**src/rtl/slr_pkg.sv**
```systemverilog
// ---------------------------------------------------------------------------
// slr_pkg - shared types and constants of the stereo linear resampler
// Rates, widths, the fixed-point reciprocal used for rounding division and
// the sequencer state type.
// ---------------------------------------------------------------------------
package slr_pkg;

  // Sample and rate widths
  localparam int SAMPLE_BITS = 16;
  localparam int RATE_W      = 17;
  localparam int PHASE_W     = 17;
  localparam int CNT_W       = 3;

  // Shared multiplier operand and product widths
  localparam int MUL_W  = 30;
  localparam int PROD_W = 2 * MUL_W;

  // Output rate and source rate bounds
  localparam logic [PHASE_W-1:0] OUTPUT_RATE = 17'd44100;
  localparam logic [RATE_W-1:0]  RATE_MIN    = 17'd8000;
  localparam logic [RATE_W-1:0]  RATE_MAX    = 17'd65536;
  localparam logic [RATE_W-1:0]  RATE_RESET  = 17'd32768;

  // Results kept per input frame
  localparam logic [CNT_W-1:0] MAX_RESULTS = 3'd6;

  // Rounding offset: half of the output rate
  localparam logic [31:0] HALF_RATE = 32'd22050;

  // Quotient by OUTPUT_RATE: drop two bits, then multiply by the rounded-up
  // reciprocal of a quarter of the rate. Exact for every magnitude here.
  localparam logic [63:0] RATE_QUARTER = 64'd11025;
  localparam int          RECIP_SHIFT  = 42;
  localparam logic [63:0] RECIP_FULL   =
    ((64'd1 << RECIP_SHIFT) + RATE_QUARTER - 64'd1) / RATE_QUARTER;
  localparam logic [MUL_W-2:0] RECIP = RECIP_FULL[MUL_W-2:0];

  // Saturation limits
  localparam logic [SAMPLE_BITS-1:0] SAT_MAX = 16'h7FFF;
  localparam logic [SAMPLE_BITS-1:0] SAT_MIN = 16'h8000;

  // Sequencer states
  typedef enum logic [2:0] {
    ST_IDLE,
    ST_CHECK,
    ST_MUL_A,
    ST_MUL_D,
    ST_SUM,
    ST_MUL_R,
    ST_SAT,
    ST_EMIT
  } slr_state_t;

endpackage

```
**src/rtl/slr_in_if.sv**
```systemverilog
// ---------------------------------------------------------------------------
// slr_in_if - source frame channel
// Valid/ready channel carrying one signed stereo source frame per request.
// ---------------------------------------------------------------------------
interface slr_in_if;
  import slr_pkg::*;

  logic                          valid;
  logic                          ready;
  logic signed [SAMPLE_BITS-1:0] left_sample;
  logic signed [SAMPLE_BITS-1:0] right_sample;

  modport source (output valid, output left_sample, output right_sample, input ready);
  modport sink   (input valid, input left_sample, input right_sample, output ready);

endinterface

```
**src/rtl/slr_out_if.sv**
```systemverilog
// ---------------------------------------------------------------------------
// slr_out_if - interpolated frame channel
// Valid/ready channel carrying one output frame and its end-of-run flag.
// ---------------------------------------------------------------------------
interface slr_out_if;
  import slr_pkg::*;

  logic                          valid;
  logic                          ready;
  logic signed [SAMPLE_BITS-1:0] out_left;
  logic signed [SAMPLE_BITS-1:0] out_right;
  logic                          run_last;

  modport source (output valid, output out_left, output out_right, output run_last,
                  input ready);
  modport sink   (input valid, input out_left, input out_right, input run_last,
                  output ready);

endinterface

```
**src/rtl/stereo_linear_resampler.sv**
```systemverilog
// ---------------------------------------------------------------------------
// stereo_linear_resampler - stereo linear-interpolation rate converter
// Converts a signed 16-bit stereo stream from a programmable source rate to
// 44100 Hz by linear interpolation between successive source frames.
// ---------------------------------------------------------------------------
// in_ch carries one source frame per request; out_ch returns zero or more
// interpolated frames per source frame, the last of each run flagged by
// run_last. cfg_wr_en/cfg_wr_data write the source rate (clamped to
// 8000..65536 in use); write it only while the block is idle.
// The first frame after reset only primes the history and gives no output.
// Each output frame takes one phase check, five steps per channel through
// the single shared multiplier (weight, slope, magnitude, reciprocal,
// saturate) and one load into the output register. A source frame keeps
// in_ch.ready low through its n outputs (at most 6) and one phase check per
// dropped output, until a final phase check. The first output is valid once
// the request has passed the phase check, both channels' steps and the load.
// Reset invalidates the history, clears the phase and the output request
// and restores the source rate to 32768. A stalled receiver holds the
// output register and the sequencer waits in its load step; the next
// source frame is still taken while the last result of a run waits.
// ---------------------------------------------------------------------------
module stereo_linear_resampler
  import slr_pkg::*;
(
  input  logic              clk,
  input  logic              rst_n,
  slr_in_if.sink            in_ch,
  slr_out_if.source         out_ch,
  input  logic              cfg_wr_en,
  input  logic [RATE_W-1:0] cfg_wr_data
);

  // Control registers
  slr_state_t         state_r, state_nxt;
  logic [RATE_W-1:0]  rate_cfg_r, rate_cfg_nxt;
  logic               have_prev_r, have_prev_nxt;
  logic [PHASE_W-1:0] phase_r, phase_nxt;
  logic [CNT_W-1:0]   cnt_r, cnt_nxt;
  logic               ch_r, ch_nxt;
  logic               out_valid_r, out_valid_nxt;

  // Payload registers
  logic signed [SAMPLE_BITS-1:0] prev_left_r, prev_left_nxt;
  logic signed [SAMPLE_BITS-1:0] prev_right_r, prev_right_nxt;
  logic signed [SAMPLE_BITS-1:0] cur_left_r, cur_left_nxt;
  logic signed [SAMPLE_BITS-1:0] cur_right_r, cur_right_nxt;
  logic signed [31:0]            acc_r, acc_nxt;
  logic                          neg_r, neg_nxt;
  logic [MUL_W-2:0]              yq_r, yq_nxt;
  logic [SAMPLE_BITS-1:0]        res_left_r, res_left_nxt;
  logic [SAMPLE_BITS-1:0]        res_right_r, res_right_nxt;
  logic [SAMPLE_BITS-1:0]        out_left_r, out_left_nxt;
  logic [SAMPLE_BITS-1:0]        out_right_r, out_right_nxt;
  logic                          out_last_r, out_last_nxt;

  // Datapath signals
  logic [RATE_W-1:0]             rate_eff;
  logic [PHASE_W-1:0]            phase_step;
  logic                          step_done;
  logic signed [SAMPLE_BITS-1:0] samp_a;
  logic signed [SAMPLE_BITS-1:0] samp_b;
  logic signed [SAMPLE_BITS:0]   slope;
  logic signed [MUL_W-1:0]       op_a;
  logic signed [MUL_W-1:0]       op_b;
  logic signed [PROD_W-1:0]      prod_r;
  logic signed [31:0]            num;
  logic [31:0]                   mag;
  logic [31:0]                   mag_rnd;
  logic [SAMPLE_BITS:0]          quot;
  logic [SAMPLE_BITS:0]          quot_neg;
  logic [SAMPLE_BITS-1:0]        sat_val;

  // Clamp the programmed rate into its working range
  always_comb begin
    if (rate_cfg_r < RATE_MIN) begin
      rate_eff = RATE_MIN;
    end else if (rate_cfg_r > RATE_MAX) begin
      rate_eff = RATE_MAX;
    end else begin
      rate_eff = rate_cfg_r;
    end
  end

  // Advance phase by one output step; phase stays below OUTPUT_RATE + RATE_MAX
  assign phase_step = phase_r + rate_eff;
  assign step_done  = (phase_step >= OUTPUT_RATE);

  // Select the channel under work
  assign samp_a = ch_r ? prev_right_r : prev_left_r;
  assign samp_b = ch_r ? cur_right_r : cur_left_r;
  assign slope  = {samp_b[SAMPLE_BITS-1], samp_b} - {samp_a[SAMPLE_BITS-1], samp_a};

  // Feed the shared multiplier for the current step
  always_comb begin
    case (state_r)
      ST_MUL_A: begin
        op_a = {{(MUL_W-SAMPLE_BITS){samp_a[SAMPLE_BITS-1]}}, samp_a};
        op_b = {{(MUL_W-PHASE_W){1'b0}}, OUTPUT_RATE};
      end
      ST_MUL_D: begin
        op_a = {{(MUL_W-SAMPLE_BITS-1){slope[SAMPLE_BITS]}}, slope};
        op_b = {{(MUL_W-PHASE_W){1'b0}}, phase_r};
      end
      ST_MUL_R: begin
        op_a = {1'b0, yq_r};
        op_b = {1'b0, RECIP};
      end
      default: begin
        op_a = '0;
        op_b = '0;
      end
    endcase
  end

  slr_mul u_mul (
    .clk    (clk),
    .op_a   (op_a),
    .op_b   (op_b),
    .prod_r (prod_r)
  );

  // Magnitude of the weighted sum plus half a divisor for rounding
  assign num     = acc_r + $signed(prod_r[31:0]);
  assign mag     = num[31] ? (32'd0 - num) : num;
  assign mag_rnd = mag + HALF_RATE;

  // Restore the sign and saturate the rounded quotient
  assign quot     = prod_r[RECIP_SHIFT+SAMPLE_BITS:RECIP_SHIFT];
  assign quot_neg = 17'd0 - quot;
  always_comb begin
    if (neg_r) begin
      sat_val = (quot > {1'b0, SAT_MIN}) ? SAT_MIN : quot_neg[SAMPLE_BITS-1:0];
    end else begin
      sat_val = (quot > {1'b0, SAT_MAX}) ? SAT_MAX : quot[SAMPLE_BITS-1:0];
    end
  end

  // Sequencer: next state and register updates
  always_comb begin
    state_nxt      = state_r;
    rate_cfg_nxt   = rate_cfg_r;
    have_prev_nxt  = have_prev_r;
    phase_nxt      = phase_r;
    cnt_nxt        = cnt_r;
    ch_nxt         = ch_r;
    out_valid_nxt  = out_valid_r;
    prev_left_nxt  = prev_left_r;
    prev_right_nxt = prev_right_r;
    cur_left_nxt   = cur_left_r;
    cur_right_nxt  = cur_right_r;
    acc_nxt        = acc_r;
    neg_nxt        = neg_r;
    yq_nxt         = yq_r;
    res_left_nxt   = res_left_r;
    res_right_nxt  = res_right_r;
    out_left_nxt   = out_left_r;
    out_right_nxt  = out_right_r;
    out_last_nxt   = out_last_r;
    in_ch.ready    = 1'b0;

    // Take a rate write
    if (cfg_wr_en) begin
      rate_cfg_nxt = cfg_wr_data;
    end

    // Drop the output request once taken
    if (out_ch.ready) begin
      out_valid_nxt = 1'b0;
    end

    case (state_r)
      ST_IDLE: begin
        in_ch.ready = 1'b1;
        if (in_ch.valid) begin
          cur_left_nxt  = in_ch.left_sample;
          cur_right_nxt = in_ch.right_sample;
          if (!have_prev_r) begin
            prev_left_nxt  = in_ch.left_sample;
            prev_right_nxt = in_ch.right_sample;
            have_prev_nxt  = 1'b1;
          end else begin
            cnt_nxt   = '0;
            state_nxt = ST_CHECK;
          end
        end
      end
      ST_CHECK: begin
        if (phase_r >= OUTPUT_RATE) begin
          phase_nxt      = phase_r - OUTPUT_RATE;
          prev_left_nxt  = cur_left_r;
          prev_right_nxt = cur_right_r;
          state_nxt      = ST_IDLE;
        end else if (cnt_r == MAX_RESULTS) begin
          // Run full: advance phase without output
          phase_nxt = phase_step;
        end else begin
          ch_nxt    = 1'b0;
          state_nxt = ST_MUL_A;
        end
      end
      ST_MUL_A: begin
        state_nxt = ST_MUL_D;
      end
      ST_MUL_D: begin
        acc_nxt   = $signed(prod_r[31:0]);
        state_nxt = ST_SUM;
      end
      ST_SUM: begin
        neg_nxt   = num[31];
        yq_nxt    = mag_rnd[MUL_W:2];
        state_nxt = ST_MUL_R;
      end
      ST_MUL_R: begin
        state_nxt = ST_SAT;
      end
      ST_SAT: begin
        if (!ch_r) begin
          res_left_nxt = sat_val;
          ch_nxt       = 1'b1;
          state_nxt    = ST_MUL_A;
        end else begin
          res_right_nxt = sat_val;
          state_nxt     = ST_EMIT;
        end
      end
      ST_EMIT: begin
        // Hold until the output register is free
        if (!out_valid_r || out_ch.ready) begin
          out_valid_nxt = 1'b1;
          out_left_nxt  = res_left_r;
          out_right_nxt = res_right_r;
          out_last_nxt  = step_done || (cnt_r == MAX_RESULTS - 3'd1);
          phase_nxt     = phase_step;
          cnt_nxt       = cnt_r + 3'd1;
          state_nxt     = ST_CHECK;
        end
      end
      default: begin
        state_nxt = ST_IDLE;
      end
    endcase
  end

  // Control registers
  always_ff @(posedge clk) begin
    if (!rst_n) begin
      state_r     <= ST_IDLE;
      rate_cfg_r  <= RATE_RESET;
      have_prev_r <= 1'b0;
      phase_r     <= '0;
      cnt_r       <= '0;
      ch_r        <= 1'b0;
      out_valid_r <= 1'b0;
    end else begin
      state_r     <= state_nxt;
      rate_cfg_r  <= rate_cfg_nxt;
      have_prev_r <= have_prev_nxt;
      phase_r     <= phase_nxt;
      cnt_r       <= cnt_nxt;
      ch_r        <= ch_nxt;
      out_valid_r <= out_valid_nxt;
    end
  end

  // Payload registers
  always_ff @(posedge clk) begin
    prev_left_r  <= prev_left_nxt;
    prev_right_r <= prev_right_nxt;
    cur_left_r   <= cur_left_nxt;
    cur_right_r  <= cur_right_nxt;
    acc_r        <= acc_nxt;
    neg_r        <= neg_nxt;
    yq_r         <= yq_nxt;
    res_left_r   <= res_left_nxt;
    res_right_r  <= res_right_nxt;
    out_left_r   <= out_left_nxt;
    out_right_r  <= out_right_nxt;
    out_last_r   <= out_last_nxt;
  end

  // Drive the output channel
  assign out_ch.valid     = out_valid_r;
  assign out_ch.out_left  = out_left_r;
  assign out_ch.out_right = out_right_r;
  assign out_ch.run_last  = out_last_r;

endmodule

```
**src/rtl/slr_mul.sv**
```systemverilog
// ---------------------------------------------------------------------------
// slr_mul - shared signed multiplier
// One registered signed multiply, reused by the sequencer for the weight,
// slope and reciprocal products.
// ---------------------------------------------------------------------------
module slr_mul
  import slr_pkg::*;
(
  input  logic                     clk,
  input  logic signed [MUL_W-1:0]  op_a,
  input  logic signed [MUL_W-1:0]  op_b,
  output logic signed [PROD_W-1:0] prod_r
);

  // Register the product
  always_ff @(posedge clk) begin
    prod_r <= op_a * op_b;
  end

endmodule

```
**src/flat_wrapper.sv**
```systemverilog
// flat-port wrapper written by rule: the top's interface ports become plain ports
module stereo_linear_resampler_flat import slr_pkg::*;
  (clk, rst_n, cfg_wr_en, cfg_wr_data, in_ch_valid, in_ch_left_sample, in_ch_right_sample, in_ch_ready, out_ch_valid, out_ch_out_left, out_ch_out_right, out_ch_run_last, out_ch_ready);
  slr_in_if in_ch_i ();
  slr_out_if out_ch_i ();
  input  logic clk;
  input  logic rst_n;
  input  logic cfg_wr_en;
  input  logic [RATE_W-1:0] cfg_wr_data;
  input wire logic [$bits(in_ch_i.valid)-1:0] in_ch_valid;
  input wire logic [$bits(in_ch_i.left_sample)-1:0] in_ch_left_sample;
  input wire logic [$bits(in_ch_i.right_sample)-1:0] in_ch_right_sample;
  output wire logic [$bits(in_ch_i.ready)-1:0] in_ch_ready;
  output wire logic [$bits(out_ch_i.valid)-1:0] out_ch_valid;
  output wire logic [$bits(out_ch_i.out_left)-1:0] out_ch_out_left;
  output wire logic [$bits(out_ch_i.out_right)-1:0] out_ch_out_right;
  output wire logic [$bits(out_ch_i.run_last)-1:0] out_ch_run_last;
  input wire logic [$bits(out_ch_i.ready)-1:0] out_ch_ready;
  assign in_ch_i.valid = in_ch_valid;
  assign in_ch_i.left_sample = in_ch_left_sample;
  assign in_ch_i.right_sample = in_ch_right_sample;
  assign in_ch_ready = in_ch_i.ready;
  assign out_ch_valid = out_ch_i.valid;
  assign out_ch_out_left = out_ch_i.out_left;
  assign out_ch_out_right = out_ch_i.out_right;
  assign out_ch_run_last = out_ch_i.run_last;
  assign out_ch_i.ready = out_ch_ready;
  stereo_linear_resampler u_core (.clk(clk), .rst_n(rst_n), .in_ch(in_ch_i), .out_ch(out_ch_i), .cfg_wr_en(cfg_wr_en), .cfg_wr_data(cfg_wr_data));
endmodule
```
**config.mk**
```make
export PLATFORM = sky130hd
export DESIGN_NAME = stereo_linear_resampler_flat
export DESIGN_NICKNAME = d
export VERILOG_FILES = /design/src/rtl/slr_pkg.sv /design/src/rtl/slr_in_if.sv /design/src/rtl/slr_out_if.sv /design/src/rtl/stereo_linear_resampler.sv /design/src/rtl/slr_mul.sv /design/src/flat_wrapper.sv
export SDC_FILE = /design/constraint.sdc
export NUM_CORES = 2
export LEC_CHECK = 0
export ABC_AREA = 1
export BUFFER_PORTS_ARGS = -buffer_cell sky130_fd_sc_hd__buf_2
export CELL_PAD_IN_SITES_DETAIL_PLACEMENT = 0
export CELL_PAD_IN_SITES_GLOBAL_PLACEMENT = 1
export CORE_UTILIZATION = 55
export CTS_BUF_LIST = sky130_fd_sc_hd__clkbuf_2
export DETAILED_ROUTE_END_ITERATION = 8
export PLACE_DENSITY = 0.94
export SYNTH_ARGS = -nofsm -noshare
export SYNTH_HDL_FRONTEND = slang
export SYNTH_SLANG_ARGS = --single-unit
export TNS_END_PERCENT = 20
```
**constraint.sdc**
```tcl
create_clock -name clk -period 18.2 [get_ports clk]
set_input_delay 1.82 -clock clk [delete_from_list [all_inputs] [get_ports clk]]
set_output_delay 1.82 -clock clk [all_outputs]
set_load 0.01 [all_outputs]
```
==> impl_metrics.csv <==
group,metric,value,unit
outcome,status,"complete, no violations",
detailed_routing,ant_nets,0,
die,die_area,79700,µm²
power,ir_drop,0.0477,mV
detailed_routing,drc,0,
setup_path,crit_slowest_cell,"dfxtp_2",
setup_path,timing.rr.start,"u_core.ch_r$_SDFFE_PN0P_",
cts,ctsHoldBuffers,0,
detailed_routing,drt-total-wl,119000,µm
timing,post-route-period-util,67.1,%
hold_path,hold_depth,0,
yosys,async_flop_share,0,%
die,die_y,282,µm
yosys,synth_area,43200,µm²
cts,cts_root_buffer,"clkbuf_2",
timing,final.setup.tns,0,ns
global_routing,grt_max_degree,52,
die,rows,102,
yosys,muxShareOfSynthArea,0.324,%
setup_path,cp-start-kind,"flop",
timing,hold_viol_final,0,
detailed_routing,avgRoutedWirePerCell,18.7,µm
cts,cts_resized,0,
yosys,yosys.area_share.xor_xnor,2.43,%
yosys,synth-compound-area-share,6.12,%
detailed_routing,first_iter_violations,2532,
global_routing,antenna_found_initial,3,
timing,skew,0.107,ns
hold_path,whs_endpoint,"u_core.out_ch.out_right[8]$_DFFE_PP_",
cts,cts_tree,"yes",
die,die_x,282,µm
setup_path,critPathRequiredTime,19.13,ns
cells_and_area,fin_cells,6344,
die,io_pins,89,
setup_path,cp_common_cell,"fa_1",
timing,relSlewSlack,19.7,%
power,p_clk_share,31.0,%
place,place_congestion,0.981,
cts,clock_path_buffers,3,
power,leakagePower,25.7,nW
power,powerDensity,36.0,nW/µm²
cells_and_area,area_growth,5.92,%
timing,drv_slew,0,
yosys,synth.avg_cell_area,8.47,µm²
setup_path,r2r_slack,5.99,ns
place,dpl.cell_count,6201,
global_routing,grt_overflow,0,
power,p_sw,0.582,mW
power,p_int,1.06,mW
timing,setup_violations,0,
cts,clock_latency,1.10,ns
cts,h-tree-depth,3,
power,power.total,1.65,mW
setup_path,path_class,"reg -> reg",
yosys,synth_top_family_by_area,"adder cells",
setup_path,ff2ff_path_depth,44,
cts,cts_post_setup_buffers_inserted,0,
yosys,ys_seq_area_share,17.5,%
yosys,synthAdderAreaFrac,44.5,%
yosys,synth_enable_flop_cells,191,
cts,cts_buffers,78,
timing,timing.final.crit_period,12.21,ns
die,coreArea,77600,µm²
power,switching_share,35.4,%
setup_path,crit_fanout,51,
global_routing,grt_first_pass_wirelength,189000,µm
hold_path,hold_start,"u_core.res_right_r[8]$_DFFE_PP_",
power,p_seq_share,46.7,%
setup_path,cp-end-kind,"flop",
yosys,yosysWarnings,0,
yosys,synthCells,5106,
timing,clock.fmax,81.9,MHz
setup_path,r2r-end,"u_core.u_mul.prod_r[57]$_DFF_P_",
cts,path_clk_slew,0.09,ns
detailed_routing,vias,33900,
setup_path,cp.arrival,13.14,ns
place,dpl.hpwl,99800,µm
yosys,synth.distinct_cells,59,
die,initial_core_util,55.7,%
setup_path,critPathMaxStageDelay,0.99,ns
cts,cts.sinks,283,
yosys,yosys.area_share.simple,17.2,%
timing,tightestPinTransition,1.20,ns
global_routing,grt_use_total,31.0,%
job,drv_cap,0,
power,combPwrFrac,22.3,%
cells_and_area,drive_gt1_share,7.10,%
timing,rsz0062_at_grt,"no",
detailed_routing,via_per_inst,5.34,
place,port_buffers,88,
global_routing,grt_pass1_vias,34900,
yosys,ys_seq_elements,283,
cells_and_area,nets,6372,
detailed_routing,firstDrtPassIters,9,
hold_path,hold_class,"reg -> reg",
yosys,synthFlopType,"edfxtp_1",
final cells by class:
| type | instances | area [µm²] |
|---|---|---|
| clock inverter | 25 | 190 |
| multi-input combinational | 3484 | 30600 |
| sequential | 283 | 7580 |
| antenna | 7 | 17.5 |
| tap | 1040 | 1300 |
| timing repair buffer | 137 | 808 |
| fill | 6983 | 31800 |
| clock buffer | 111 | 556 |
| inverter | 1257 | 4720 |
logic make-up (layout without fill, tap and decap cells):
group,Yosys count,count (layout)
AND/OR/NAND/NOR,1785,1785
buffers and inverters,1349,1530
adder cells (fa/ha/maj),1077,1077
AO/OA/AOI/OAI,476,476
flip-flops,283,283
XOR/XNOR,120,120
multiplexers,14,14
other,2,19
layer usage:
layer  routed length, µm  part of all wire, %  vias to the layer above  track usage [%]
met5                   0                    0                        -                0
met4                7360                  6.2                        0             17.0
met3                8330                  7.0                      337             5.52
met2               55700                   47                     1260             50.5
met1               47300                   40                    16500             39.4
li1                    -                    -                    15800                -
sequential cells by signal, summed over array words and instances (netlist names), 3 cells and up:
register	cells
u_core.prev_right_r	16
u_core.cnt_r	3
u_core.cur_left_r	16
u_core.yq_r	29
u_core.out_ch.out_right	16
u_core.phase_r	17
u_core.cur_right_r	16
u_core.prev_left_r	16
u_core.rate_cfg_r	17
u_core.state_r	3
u_core.acc_r	32
u_core.out_ch.out_left	16
u_core.res_right_r	16
u_core.u_mul.prod_r	49
u_core.res_left_r	16
worst max-delay path, delay by kind of cell (launching register included):
family                   cells  cell delay, ns
buffers and inverters        8            1.20
XOR/XNOR                     1            0.14
adder cells (fa/ha/maj)     11            5.71
AO/OA/AOI/OAI                7            0.91
flip-flops                   1            0.99
AND/OR/NAND/NOR             17            3.07
power groups by stage:
stage / combinational (mW) / sequential [mW] / clock, mW
6_report: 0.368 / 0.768 / 0.510
2_1_floorplan: 0.269 / 0.761 / 0
4_1_cts: 0.367 / 0.768 / 0.527
3_5_place_dp: 0.365 / 0.783 / 0
5_1_grt: 0.416 / 0.771 / 0.555
3_3_place_gp: 0.355 / 0.781 / 0
synth_stat cells (11+ instances only):
library cell / number / area share, %
xor2_1: 84 / 1.7
o21ai_0: 167 / 1.9
mux2i_1: 14 / 0.32
nand2_2: 32 / 0.46
nor2_2: 13 / 0.19
buf_2: 16 / 0.19
nor2_1: 397 / 3.4
xnor2_1: 36 / 0.73
nand4_1: 47 / 0.68
nor3_1: 27 / 0.31
ha_1: 308 / 8.9
nand3_1: 157 / 1.8
a31oi_1: 30 / 0.43
a21oi_1: 197 / 2.3
fa_1: 769 / 36
inv_2: 20 / 0.17
nand2_1: 1053 / 9.1
nor4_1: 12 / 0.17
dfxtp_1: 92 / 4.3
clkbuf_1: 68 / 0.59
clkinv_1: 15 / 0.13
or2_2: 11 / 0.16
edfxtp_1: 191 / 13
inv_1: 1222 / 11
worst max-delay path by stage:
stage	from	endpoint	slack (ns)	depth (start not counted)
final	u_core.ch_r$_SDFFE_PN0P_	u_core.u_mul.prod_r[57]$_DFF_P_	5.99	44
after global routing	u_core.ch_r$_SDFFE_PN0P_	u_core.u_mul.prod_r[57]$_DFF_P_	5.02	44
after CTS	u_core.ch_r$_SDFFE_PN0P_	u_core.u_mul.prod_r[57]$_DFF_P_	6.02	44
after detailed placement	u_core.ch_r$_SDFFE_PN0P_	u_core.u_mul.prod_r[57]$_DFF_P_	6.07	44
after global placement	u_core.ch_r$_SDFFE_PN0P_	u_core.u_mul.prod_r[54]$_DFF_P_	6.35	43
after floorplan	u_core.ch_r$_SDFFE_PN0P_	u_core.u_mul.prod_r[57]$_DFF_P_	8.17	45
placed cells by master (no fill, tap or decap), types with 8 or more instances in the layout:
| cell type | n |
|---|---|
| a21oi_1 | 197 |
| a31oi_1 | 30 |
| buf_2 | 88 |
| buf_4 | 49 |
| clkbuf_2 | 111 |
| clkinv_1 | 27 |
| conb_1 | 12 |
| dfxtp_1 | 91 |
| edfxtp_1 | 191 |
| fa_1 | 769 |
| ha_1 | 308 |
| inv_1 | 1222 |
| inv_2 | 21 |
| mux2i_1 | 14 |
| nand2_1 | 1053 |
| nand2_2 | 32 |
| nand2_4 | 8 |
| nand3_1 | 157 |
| nand3_2 | 8 |
| nand4_1 | 47 |
| nor2_1 | 391 |
| nor2_2 | 17 |
| nor3_1 | 25 |
| nor4_1 | 12 |
| o21ai_0 | 166 |
| o21ai_1 | 9 |
| or2_2 | 11 |
| xnor2_1 | 36 |
| xor2_1 | 84 |
metrics by stage:
step / utilization [%] / instance area (µm²) / worst slack, ns / hold WS (ns)
global placement: 58.0 / 45000 / 6.35 / 0.403
detailed placement: 58.0 / 45000 / 6.07 / 0.405
floorplan: - / 43300 / 8.17 / 0.400
global route: 59.0 / 45800 / 5.02 / 0.391
CTS: 59.0 / 45800 / 6.02 / 0.344
finish: 59.0 / 45800 / 5.99 / 0.361
Note: power is estimated with default switching activity, not from simulation.
